$ cat config.mk
export PLATFORM = sky130hd
export DESIGN_NAME = locked_fifo_frame_cache_directory_top
export DESIGN_NICKNAME = d
export VERILOG_FILES = /design/src/rtl/core/lfcd_pkg.sv /design/src/rtl/core/lfcd_ctrl.sv /design/src/rtl/core/lfcd_datapath.sv /design/src/rtl/core/locked_fifo_frame_cache_directory_top.sv
export VERILOG_INCLUDE_DIRS = /design/src /design/src/rtl/core
export SDC_FILE = /design/constraint.sdc
export NUM_CORES = 1
export LEC_CHECK = 0
export BUFFER_PORTS_ARGS = -buffer_cell sky130_fd_sc_hd__buf_2
export CAP_MARGIN = 20
export CORE_UTILIZATION = 44
export CTS_CLUSTER_SIZE = 12
export DETAILED_ROUTE_END_ITERATION = 16
export PLACE_DENSITY = 0.7
export SYNTH_ARGS = -nofsm -noshare
export SYNTH_HDL_FRONTEND = slang
export SYNTH_SLANG_ARGS = --single-unit
export TNS_END_PERCENT = 10
$ cat constraint.sdc
create_clock -name clk -period 5.9 [get_ports clk]
set_input_delay 1.18 -clock clk [delete_from_list [all_inputs] [get_ports clk]]
set_output_delay 1.18 -clock clk [all_outputs]
set_load 0.05 [all_outputs]
$ cat src/rtl/core/locked_fifo_frame_cache_directory_top_defines.svh
// Assertion macros for the frame cache directory.
`ifndef LOCKED_FIFO_FRAME_CACHE_DIRECTORY_TOP_DEFINES_SVH
`define LOCKED_FIFO_FRAME_CACHE_DIRECTORY_TOP_DEFINES_SVH

`ifndef SYNTH
`define LFCD_ASSERT(label, clk, rst, prop, msg) \
  label: assert property (@(posedge clk) disable iff (rst) prop) else $error(msg);
`define LFCD_ASSERT_ALWAYS(label, clk, prop, msg) \
  label: assert property (@(posedge clk) prop) else $error(msg);
`else
`define LFCD_ASSERT(label, clk, rst, prop, msg)
`define LFCD_ASSERT_ALWAYS(label, clk, prop, msg)
`endif

`endif

$ cat src/rtl/core/lfcd_pkg.sv
package lfcd_pkg;

  localparam int MODE_W   = 2;
  localparam int FRAME_W  = 16;
  localparam int STATUS_W = 3;
  localparam int SLOT_OUT_W = 4;
  localparam int CAP_W    = 5;

  localparam logic [CAP_W-1:0] CAP_RESET = 5'd16;

  localparam logic [MODE_W-1:0] MODE_ACCESS = 2'd0;
  localparam logic [MODE_W-1:0] MODE_LOCK   = 2'd1;
  localparam logic [MODE_W-1:0] MODE_UNLOCK = 2'd2;

  localparam logic [STATUS_W-1:0] ST_HIT     = 3'd0;
  localparam logic [STATUS_W-1:0] ST_FILL    = 3'd1;
  localparam logic [STATUS_W-1:0] ST_REPLACE = 3'd2;
  localparam logic [STATUS_W-1:0] ST_FAULT   = 3'd3;
  localparam logic [STATUS_W-1:0] ST_LOCK    = 3'd4;
  localparam logic [STATUS_W-1:0] ST_MISSING = 3'd5;

  typedef enum logic [2:0] {
    S_ACCEPT = 3'b001,
    S_SEARCH = 3'b010,
    S_COMMIT = 3'b100
  } state_t;

  typedef struct packed {
    logic load;
    logic search;
    logic commit;
  } cmd_t;

  typedef struct packed {
    logic out_free;
  } stat_t;

endpackage

$ cat src/rtl/core/lfcd_ctrl.sv
module lfcd_ctrl (
  input  logic           clk,
  input  logic           rst,
  input  logic           s_tvalid,
  output logic           s_tready,
  input  lfcd_pkg::stat_t stat,
  output lfcd_pkg::cmd_t  cmd
);

  lfcd_pkg::state_t state;
  lfcd_pkg::state_t state_next;

  always_comb begin
    state_next = state;
    cmd        = '0;
    s_tready   = 1'b0;
    case (state)
      lfcd_pkg::S_ACCEPT: begin
        s_tready = 1'b1;
        if (s_tvalid) begin
          cmd.load   = 1'b1;
          state_next = lfcd_pkg::S_SEARCH;
        end
      end
      lfcd_pkg::S_SEARCH: begin
        cmd.search = 1'b1;
        state_next = lfcd_pkg::S_COMMIT;
      end
      lfcd_pkg::S_COMMIT: begin
        if (stat.out_free) begin
          cmd.commit = 1'b1;
          state_next = lfcd_pkg::S_ACCEPT;
        end
      end
      default: begin
        state_next = lfcd_pkg::S_ACCEPT;
      end
    endcase
  end

  always_ff @(posedge clk) begin
    if (rst) begin
      state <= lfcd_pkg::S_ACCEPT;
    end else begin
      state <= state_next;
    end
  end

endmodule

$ cat src/rtl/core/lfcd_datapath.sv
`include "locked_fifo_frame_cache_directory_top_defines.svh"

module lfcd_datapath #(
  parameter int SLOTS      = 16,
  parameter int FRAME_BITS = 16
) (
  input  logic                               clk,
  input  logic                               rst,
  input  lfcd_pkg::cmd_t                     cmd,
  output lfcd_pkg::stat_t                    stat,
  input  logic [lfcd_pkg::MODE_W-1:0]        mode,
  input  logic [lfcd_pkg::FRAME_W-1:0]       frame_number,
  input  logic                               cfg_wen,
  input  logic [lfcd_pkg::CAP_W-1:0]         cfg_wdata,
  input  logic                               out_ready,
  output logic                               out_valid,
  output logic [lfcd_pkg::STATUS_W-1:0]      status,
  output logic [lfcd_pkg::SLOT_OUT_W-1:0]    slot,
  output logic                               evicted_valid,
  output logic [lfcd_pkg::FRAME_W-1:0]       evicted_frame
);

  localparam int SLOT_W = (SLOTS > 1) ? $clog2(SLOTS) : 1;
  localparam int CNT_W  = $clog2(SLOTS + 1);
  localparam int CMP_W  = (CNT_W > lfcd_pkg::CAP_W) ? CNT_W : lfcd_pkg::CAP_W;
  localparam int TAG_W  = (FRAME_BITS < lfcd_pkg::FRAME_W) ? FRAME_BITS : lfcd_pkg::FRAME_W;

  logic [lfcd_pkg::CAP_W-1:0]  cap;
  logic [lfcd_pkg::MODE_W-1:0] req_mode;
  logic [TAG_W-1:0]            req_tag;

  logic [TAG_W-1:0]  tag_mem [SLOTS];
  logic [SLOT_W-1:0] order   [SLOTS];
  logic [SLOT_W-1:0] order_up[SLOTS];
  logic [SLOTS-1:0]  slot_valid;
  logic [SLOTS-1:0]  slot_lock;
  logic [CNT_W-1:0]  order_count;

  logic              hit_found;
  logic [SLOT_W-1:0] hit_idx;
  logic              fill_go;
  logic [SLOT_W-1:0] free_idx;
  logic              vict_found;
  logic [SLOT_W-1:0] vict_pos;
  logic [SLOT_W-1:0] vict_slot;

  logic              hit_found_next;
  logic [SLOT_W-1:0] hit_idx_next;
  logic              free_found_next;
  logic [SLOT_W-1:0] free_idx_next;
  logic              vict_found_next;
  logic [SLOT_W-1:0] vict_pos_next;
  logic [SLOT_W-1:0] vict_slot_next;
  logic              fill_ok;

  logic                            is_access;
  logic                            do_lock;
  logic                            do_fill;
  logic                            do_repl;
  logic [lfcd_pkg::STATUS_W-1:0]   res_status;
  logic [lfcd_pkg::SLOT_OUT_W-1:0] res_slot;

  for (genvar g = 0; g < SLOTS; g++) begin : g_up
    if (g < SLOTS - 1) begin : g_mid
      assign order_up[g] = order[g + 1];
    end else begin : g_end
      assign order_up[g] = order[g];
    end
  end

  // lookup, free slot and oldest unlocked victim, all lowest-first
  always_comb begin
    hit_found_next  = 1'b0;
    hit_idx_next    = '0;
    free_found_next = 1'b0;
    free_idx_next   = '0;
    vict_found_next = 1'b0;
    vict_pos_next   = '0;
    vict_slot_next  = '0;
    for (int i = SLOTS - 1; i >= 0; i--) begin
      if (slot_valid[i] && (tag_mem[i] == req_tag)) begin
        hit_found_next = 1'b1;
        hit_idx_next   = SLOT_W'(i);
      end
      if (!slot_valid[i]) begin
        free_found_next = 1'b1;
        free_idx_next   = SLOT_W'(i);
      end
      if ((CNT_W'(i) < order_count) && !slot_lock[order[i]]) begin
        vict_found_next = 1'b1;
        vict_pos_next   = SLOT_W'(i);
        vict_slot_next  = order[i];
      end
    end
    fill_ok = (CMP_W'(order_count) < CMP_W'(cap)) && (order_count < CNT_W'(SLOTS));
  end

  always_comb begin
    is_access = (req_mode == lfcd_pkg::MODE_ACCESS);
    do_lock   = ((req_mode == lfcd_pkg::MODE_LOCK) || (req_mode == lfcd_pkg::MODE_UNLOCK))
                && hit_found;
    do_fill   = is_access && !hit_found && fill_go;
    do_repl   = is_access && !hit_found && !fill_go && vict_found;
    res_status = lfcd_pkg::ST_MISSING;
    res_slot   = '0;
    case (req_mode)
      lfcd_pkg::MODE_ACCESS: begin
        if (hit_found) begin
          res_status = lfcd_pkg::ST_HIT;
          res_slot   = lfcd_pkg::SLOT_OUT_W'(hit_idx);
        end else if (fill_go) begin
          res_status = lfcd_pkg::ST_FILL;
          res_slot   = lfcd_pkg::SLOT_OUT_W'(free_idx);
        end else if (vict_found) begin
          res_status = lfcd_pkg::ST_REPLACE;
          res_slot   = lfcd_pkg::SLOT_OUT_W'(vict_slot);
        end else begin
          res_status = lfcd_pkg::ST_FAULT;
        end
      end
      lfcd_pkg::MODE_LOCK, lfcd_pkg::MODE_UNLOCK: begin
        if (hit_found) begin
          res_status = lfcd_pkg::ST_LOCK;
          res_slot   = lfcd_pkg::SLOT_OUT_W'(hit_idx);
        end
      end
      default: begin
        res_status = lfcd_pkg::ST_MISSING;
      end
    endcase
  end

  assign stat.out_free = !out_valid || out_ready;

  always_ff @(posedge clk) begin
    if (cmd.load) begin
      req_mode <= mode;
      req_tag  <= frame_number[TAG_W-1:0];
    end
    if (cmd.search) begin
      hit_found  <= hit_found_next;
      hit_idx    <= hit_idx_next;
      fill_go    <= fill_ok && free_found_next;
      free_idx   <= free_idx_next;
      vict_found <= vict_found_next;
      vict_pos   <= vict_pos_next;
      vict_slot  <= vict_slot_next;
    end
    if (cmd.commit) begin
      status        <= res_status;
      slot          <= res_slot;
      evicted_valid <= do_repl;
      evicted_frame <= do_repl ? lfcd_pkg::FRAME_W'(tag_mem[vict_slot]) : '0;
      if (do_fill) begin
        tag_mem[free_idx] <= req_tag;
      end
      if (do_repl) begin
        tag_mem[vict_slot] <= req_tag;
      end
      for (int i = 0; i < SLOTS; i++) begin
        if (do_fill && (CNT_W'(i) == order_count)) begin
          order[i] <= free_idx;
        end
        if (do_repl) begin
          if ((SLOT_W'(i) >= vict_pos) && (CNT_W'(i + 1) < order_count)) begin
            order[i] <= order_up[i];
          end else if (CNT_W'(i + 1) == order_count) begin
            order[i] <= vict_slot;
          end
        end
      end
    end
  end

  always_ff @(posedge clk) begin
    if (rst) begin
      cap         <= lfcd_pkg::CAP_RESET;
      slot_valid  <= '0;
      slot_lock   <= '0;
      order_count <= '0;
      out_valid   <= 1'b0;
    end else begin
      if (cfg_wen) begin
        cap <= cfg_wdata;
      end
      if (cmd.commit) begin
        out_valid <= 1'b1;
      end else if (out_ready) begin
        out_valid <= 1'b0;
      end
      if (cmd.commit && do_lock) begin
        slot_lock[hit_idx] <= (req_mode == lfcd_pkg::MODE_LOCK);
      end
      if (cmd.commit && do_fill) begin
        slot_valid[free_idx] <= 1'b1;
        slot_lock[free_idx]  <= 1'b0;
        order_count          <= order_count + 1'b1;
      end
      if (cmd.commit && do_repl) begin
        slot_lock[vict_slot] <= 1'b0;
      end
    end
  end

  `LFCD_ASSERT(a_count_matches_valid, clk, rst, $countones(slot_valid) == int'(order_count), "order count differs from valid slots")
  `LFCD_ASSERT(a_fill_advances, clk, rst, (cmd.commit && do_fill) |=> (order_count == $past(order_count) + 1'b1), "fill did not advance order count")
  `LFCD_ASSERT(a_evict_flag, clk, rst, out_valid |-> (evicted_valid == (status == lfcd_pkg::ST_REPLACE)), "evicted flag disagrees with status")
  `LFCD_ASSERT(a_commit_free, clk, rst, cmd.commit |-> (!out_valid || out_ready), "result written over a pending one")

endmodule

$ cat src/rtl/core/locked_fifo_frame_cache_directory_top.sv
// An accepted request goes through search, then commit, where the result is registered;
// commit waits while an untaken result is pending. The directory handles one request at a time.
// A new request is taken while the previous result still waits in the output register.
// Reset (rst, synchronous, active high): all slots free and unlocked, order empty,
// capacity 16, no result pending.
module locked_fifo_frame_cache_directory_top #(
  parameter int SLOTS      = 16,
  parameter int FRAME_BITS = 16
) (
  input  logic        clk,
  input  logic        rst,
  input  logic        s_tvalid,
  output logic        s_tready,
  input  logic [15:0] s_tdata,   // frame_number
  input  logic [1:0]  s_tuser,   // mode
  output logic        m_tvalid,
  input  logic        m_tready,
  output logic [23:0] m_tdata,   // slot[3:0], evicted_frame[19:4], zero[23:20]
  output logic [3:0]  m_tuser,   // status[2:0], evicted_valid[3]
  input  logic        cfg_wen,
  input  logic [4:0]  cfg_wdata  // cache_capacity
);

  lfcd_pkg::cmd_t  cmd;
  lfcd_pkg::stat_t stat;

  logic [lfcd_pkg::STATUS_W-1:0]   status;
  logic [lfcd_pkg::SLOT_OUT_W-1:0] slot;
  logic                            evicted_valid;
  logic [lfcd_pkg::FRAME_W-1:0]    evicted_frame;

  lfcd_ctrl u_ctrl (
    .clk      (clk),
    .rst      (rst),
    .s_tvalid (s_tvalid),
    .s_tready (s_tready),
    .stat     (stat),
    .cmd      (cmd)
  );

  lfcd_datapath #(
    .SLOTS      (SLOTS),
    .FRAME_BITS (FRAME_BITS)
  ) u_datapath (
    .clk           (clk),
    .rst           (rst),
    .cmd           (cmd),
    .stat          (stat),
    .mode          (s_tuser),
    .frame_number  (s_tdata),
    .cfg_wen       (cfg_wen),
    .cfg_wdata     (cfg_wdata),
    .out_ready     (m_tready),
    .out_valid     (m_tvalid),
    .status        (status),
    .slot          (slot),
    .evicted_valid (evicted_valid),
    .evicted_frame (evicted_frame)
  );

  assign m_tdata = {4'd0, evicted_frame, slot};
  assign m_tuser = {evicted_valid, status};

endmodule

==> results of run 1 <==
[flip-flops by register name, summed over array words and instances, names as in the netlist, 2 cells and up]
| register | cells |
|---|---|
| u_datapath.slot | 4 |
| u_datapath.slot_valid | 16 |
| u_datapath.vict_pos | 4 |
| u_datapath.slot_lock | 16 |
| u_datapath.req_mode | 2 |
| u_datapath.order | 64 |
| u_datapath.vict_slot | 4 |
| u_datapath.order_count | 5 |
| u_ctrl.state | 3 |
| u_datapath.free_idx | 4 |
| u_datapath.cap | 5 |
| u_datapath.tag_mem | 256 |
| u_datapath.evicted_frame | 16 |
| u_datapath.req_tag | 16 |
| u_datapath.status | 3 |
| u_datapath.hit_idx | 4 |
[through the flow]
stage | util (%) | hold WS (ns) | instance area (µm²) | total power [mW]
after CTS | 49.08 | 0.5001 | 26570 | 6.468
after detailed placement | 46.47 | 0.4877 | 25160 | 3.718
final | 49.11 | 0.4969 | 26580 | 6.449
after global placement | 46.45 | 0.4772 | 25140 | 3.712
after global routing | 49.11 | 0.5340 | 26580 | 6.608
after floorplan | - | 0.4543 | 24240 | 3.610
[final timing paths]
check                               from                endpoint
setup / recovery  u_datapath.req_mode[0]  u_datapath.order[1][2]
hold reg to reg        u_datapath.cap[2]       u_datapath.cap[2]
setup reg to reg  u_datapath.req_mode[0]  u_datapath.order[1][2]
hold / removal         u_datapath.cap[2]       u_datapath.cap[2]
[cell families after synthesis]
logic type | after synthesis | share of synthesized area, %
flops | 427 | 51.02
mux | 260 | 18.22
other cells | 1 | 0.01548
fa+ha+maj | 11 | 0.5681
compound gates | 245 | 6.517
buf+inv | 172 | 3.000
xor+xnor | 260 | 9.399
simple gates | 556 | 11.26
[worst register-to-register path, delay by kind of cell, from the launching register on]
kind,cells,cell delay (ns)
AOI/OAI and AO/OA,1,0.29
and+or+nand+nor,5,2.76
adders and majority gates,1,0.19
buffers and inverters,2,0.42
DFF,1,0.42
[placed cells by master, fill, tap and decap left out, types with 5 or more instances in the layout]
cell,instances
a2111oi_0,18
a21boi_0,7
a21o_1,5
a21oi_1,59
a31oi_1,11
a32oi_1,5
and2_1,13
and3_1,16
buf_2,53
buf_4,47
clkbuf_1,10
clkbuf_16,47
clkinv_1,9
dfxtp_1,46
edfxtp_1,381
ha_1,11
inv_1,31
mux2_2,12
mux2i_1,105
mux4_2,138
nand2_1,140
nand2b_1,19
nand3_1,36
nand3b_1,5
nand4_1,53
nor2_1,151
nor2b_1,34
nor3_1,24
nor3b_1,10
nor4_1,29
o21a_1,15
o21ai_0,73
o22ai_1,7
or2_2,6
or3_1,6
xnor2_1,189
xor2_1,71
[power by group]
part,total (mW),leakage [nW],internal [mW],switching (mW)
Sequential,3.34,3.83,3.30,0.0355
Combinational,0.317,4.28,0.120,0.197
Clock,2.79,0.675,1.56,1.23
Total,6.45,8.78,4.98,1.47
[cell type report]
cell class / count / area (µm²) / area share [%]
inverters: 31 / 116.4 / 0.4377
flip-flops and latches: 427 / 12360 / 46.50
clock inverters: 18 / 183.9 / 0.6919
well taps: 696 / 870.8 / 3.276
repair buffers: 103 / 668.1 / 2.513
clock buffers: 58 / 1227 / 4.617
multi-input cells: 1336 / 11160 / 41.96
[metal layers]
metal | GRT usage (%) | wire [µm] | share of wire, %
met5 | 0 | 0 | 0
met4 | 11.81 | 3426 | 4.7
met3 | 5.433 | 7212 | 9.9
met2 | 40.95 | 33680 | 46
met1 | 34.47 | 28420 | 39
==> run summary, run 1 <==
row count = 85
Clock Latency Late Sink = 0.61 ns
CTS tree = built
Max Cap Viol = 0
R2R setup slack = 1.45 ns
Post-Syn Area per Cell = 12.54 µm²
post-CTS sizing = 0
first-iteration detailed-routing DRC count = 2,304
slew of the pin with the lowest slew margin = 1.166 ns
register area share after synthesis = 51.02%
hold crit path type = register to register
Placement Setup Slack = 1.486 ns
placed insts = 2,592
grt ovf = 0
Top Family by Delay on Critical Path = simple AND/OR/NAND/NOR gates
nets = 1,984
CTS Hold Buffers Added = 0
Critical Path Sink Type = register
post-synth top area cell = edfxtp_1
TritonRoute pass-1 iters = 7
post-route ant nets = 0
Crit path depth = 9
Fin. Hold Viols = 0
vias in the first global route = 16,820
number of fill cells = 4,579
die footprint = 56,010 µm²
antenna diode count = 0
via density per instance = 6.392
FF+latch count, synth = 427
pins over their slew limit = 0
Wirelength per Cell = 27.25 µm
clock sink total = 427
Area Growth Syn to Fin = 9.724%
Die Ht = 236.7 µm
arrival time worst endpoint = 4.68 ns
total CTS buffers = 46
RePlAce Congestion = 0.9272
Worst path max stage delay = 0.80 ns
post-synthesis cell type count = 78
Tmin final = 4.449 ns
number of flops mapped to enable cells by yosys = 381
postcts setup bufs = 0
Async SR Flop Fraction = 0%
crit path max-delay cell type = and2_1
Worst VDD drop = 235.0 µV
worst path buffer plus inverter count = 2
final period utilization = 75.40%
Post-Route WL = 72,730 µm
Cells on Worst Hold Path = 2
outcome = complete, no violations
Initial Utilization = 44.76%
Final setup viols = 0
HPWL after detailed placement = 49,510 µm
synthesized area = 24,230 µm²
share of layout cells above drive strength 1 = 16.83%
H-tree Lvls = 2
CP Max Fanout = 19
Lkg Pwr = 8.781 nW
first-pass GRT wire length = 108,300 µm
post-synth top area share = 47.22%
Synth warnings = 0
Tot GR Track Use = 25.95%
IO Pins = 58
clk root buf = clkbuf_16
die boundary width = 236.7 µm
Syn Inst Count = 1,932
top post-synthesis cells by area = edfxtp_1, mux4_2, xnor2_1
CP dominant cell by count = inv_1
Worst-path clk slew = 0.06 ns
fin cells = 2,669
count leader, synth = edfxtp_1
RSZ-0062 raised after global routing = no
required time of the critical path = 6.13 ns
ys flop type = edfxtp_1
Worst Skew = 0.01830 ns
worst reg-to-reg path cell count = 9
PwrDens = 242.6 nW/µm²
Synth top cells by count = edfxtp_1, xnor2_1, nor2_1
largest net degree at the start of global routing = 86
routed vias = 17,060
startpoint types = register
Setup Crit Path Kind = register to register
CTS Buffer Depth = 3
max_slew headroom = 22.16%
remaining routing DRC violations = 0
Core Region = 54,130 µm²
initial antenna violation count = 0
IO Port Bufs = 53
setup tns final = 0 ns
crit path cell chain = inv_1 > ha_1 > nor2b_1 > nand3b_1 > inv_1 > and2_1 > nand2_1 > or3_1 > o21ai_0
Max Fclk = 224.8 MHz
final worst slack = 1.451 ns
(Power assumes the default switching activity.)
==> run 2: changes to the inputs <==
- ABC_AREA: default -> 1
- clock period: 5.9 -> 4.45 ns (I/O delays scaled with it)
==> run 2 against run 1 <==
- clock power is 43% higher
- clock-buffer cell count up 3
- sequential power increased by 33%
- sequential cell count stayed put
- synthesized cell count grew 42%
- wire length up 32%
- final cell count is 32% higher
- critical path depth increased by 4
- register-to-register slack lost 0.61 ns
- critical endpoint is now u_datapath.tag_mem[11][4]
==> run summary, run 2 <==
outcome = complete, no violations
post-route ant nets = 0
postcts setup bufs = 0
final period utilization = 81.17%
fin cells = 3,519
CTS Hold Buffers Added = 0
Critical Path Sink Type = register
Max Cap Viol = 0
number of flops mapped to enable cells by yosys = 381
Biggest register = u_datapath.tag_mem
Worst path max stage delay = 0.43 ns
largest net degree at the start of global routing = 46
CP Max Fanout = 17
Comb power frac = 6.7%
die boundary width = 236.9 µm
number of fill cells = 4,993
row count = 85
ys flop type = edfxtp_1
Synth top cells by count = nand2_1, edfxtp_1, inv_1
Post-DP Area = 25,380 µm²
routed vias = 23,150
Clock power frac = 44.2%
CP dominant cell by count = inv_1
Fin. Hold Viols = 0
Placement Setup Slack = 0.9504 ns
post-synth top area share = 47.11%
setup tns final = 0 ns
slew of the pin with the lowest slew margin = 1.051 ns
H-tree Lvls = 2
first-iteration detailed-routing DRC count = 3,506
Syn Inst Count = 2,748
Wirelength per Cell = 27.25 µm
share of layout cells above drive strength 1 = 9.851%
Async SR Flop Fraction = 0%
arrival time worst endpoint = 3.90 ns
Area Growth Syn to Fin = 10.99%
Post-Syn Area per Cell = 8.838 µm²
die footprint = 56,140 µm²
Worst VDD drop = 318.8 µV
Final setup viols = 0
TritonRoute pass-1 iters = 6
Post-Route WL = 95,890 µm
Tot GR Track Use = 33.64%
share of power burned in registers = 49.1%
Final Core Density = 49.79%
register area share after synthesis = 50.90%
IO Pins = 58
crit path max-delay cell type = nand3b_1
FF+latch count, synth = 427
startpoint types = register
CTS tree = built
Synth warnings = 0
first-pass GRT wire length = 139,200 µm
synthesized area = 24,290 µm²
clk root buf = clkbuf_16
CTS Buffer Depth = 3
GR Layer Usage met2 = 54.21%
nets = 2,828
Finished Cell Area = 26,950 µm²
Clock Latency Late Sink = 0.61 ns
total CTS buffers = 48
Largest register FFs = 256
max_slew headroom = 29.88%
grt met3 use = 6.249%
RePlAce Congestion = 1.000
remaining routing DRC violations = 0
initial antenna violation count = 1
vias in the first global route = 21,780
Max Fclk = 276.9 MHz
IO Port Bufs = 53
final worst slack = 0.8381 ns
net switching power = 2.179 mW
placed insts = 3,433
top flop regs = u_datapath.tag_mem: 256 flops, u_datapath.order: 64 flops
PwrDens = 335.2 nW/µm²
Tmin final = 3.612 ns
crit path cell chain = inv_1 > ha_1 > inv_1 > nor2_2 > inv_1 > nor2_4 > inv_2 > nor2_4 > inv_1 > nand2_1 > nand3b_1 > nor2_1 > buf_4
Worst Skew = 0.03758 ns
Lkg Pwr = 10.01 nW
RSZ-0062 raised after global routing = no
count leader, synth = nand2_1
clock sink total = 427
Worst-path clk slew = 0.06 ns
Initial Utilization = 44.86%
post-CTS sizing = 0
Fin Hold WS = 0.4634 ns
met1 usage = 42.21%
hold crit path type = register to register
required time of the critical path = 4.74 ns
post-synth top area cell = edfxtp_1
most common cell after layout, fill and taps aside = nand2_1
Setup Crit Path Kind = register to register
via density per instance = 6.577
Core Region = 54,130 µm²
Die Ht = 236.9 µm
grt ovf = 0
Internal = 6.856 mW
busiest grt layer = met2
top post-synthesis cells by area = edfxtp_1, nand2_1, o21ai_0
post-synthesis cell type count = 62
switching share of power = 24.11%
Tot Pwr = 9.035 mW
pins over their slew limit = 0
commonest cells after routing, fill and taps aside = nand2_1, edfxtp_1, inv_1
HPWL after detailed placement = 65,890 µm
==> run 2: kinds of logic (layout without fill, tap and decap cells) <==
logic type,after synthesis,count (layout),synth area share [%]
and+or+nand+nor,927,927,16.55
AOI/OAI and AO/OA,867,867,22.31
buffers and inverters,458,529,7.584
DFF,427,427,50.90
xor gates and xnor gates,54,54,1.947
adders and majority gates,11,11,0.5667
muxes,3,3,0.1237
other,1,5,0.01544
==> run 2: per-layer routing <==
metal,part of all wire (%),up-vias
met3,12,420
met1,36,10870
met5,0,-
li1,-,10030
met2,45,1829
met4,6.8,0
==> run 2: area by class of cell <==
| type | instances | area, µm² | area share (%) |
|---|---|---|---|
| Antenna cell | 1 | 2.502 | 0.009284 |
| Clock inverter | 22 | 242.7 | 0.9005 |
| Multi-Input combinational cell | 1866 | 10120 | 37.54 |
| Tap cell | 696 | 870.8 | 3.231 |
| Timing Repair Buffer | 129 | 853.3 | 3.166 |
| Clock buffer | 61 | 1310 | 4.860 |
| Sequential cell | 427 | 12360 | 45.86 |
| Inverter | 317 | 1195 | 4.433 |
==> run 2: worst paths after layout <==
kind / start / endpoint / slack [ns] / cells past startpoint
setup / recovery: u_datapath.req_mode[0] / u_datapath.tag_mem[11][4] / 0.84 / 13
hold / removal: u_datapath.slot_lock[5] / u_datapath.slot_lock[5] / 0.46 / 2
setup reg to reg: u_datapath.req_mode[0] / u_datapath.tag_mem[11][4] / 0.84 / 13
hold reg to reg: u_datapath.slot_lock[5] / u_datapath.slot_lock[5] / 0.46 / 2
==> run 2: power groups by stage <==
stage	clock, mW	combinational, mW	sequential [mW]
6_report	4.00	0.606	4.43
5_1_grt	4.15	0.626	4.43
4_1_cts	4.00	0.581	4.43
3_5_place_dp	0	0.579	4.51
3_3_place_gp	0	0.572	4.51
2_1_floorplan	0	0.304	4.52
==> run 2: worst max-delay path, delay by kind of cell (launching register included) <==
| kind | cells | cell delay [ns] |
|---|---|---|
| adders and majority gates | 1 | 0.20 |
| and+or+nand+nor | 6 | 1.55 |
| buffers and inverters | 6 | 1.11 |
| DFF | 1 | 0.42 |
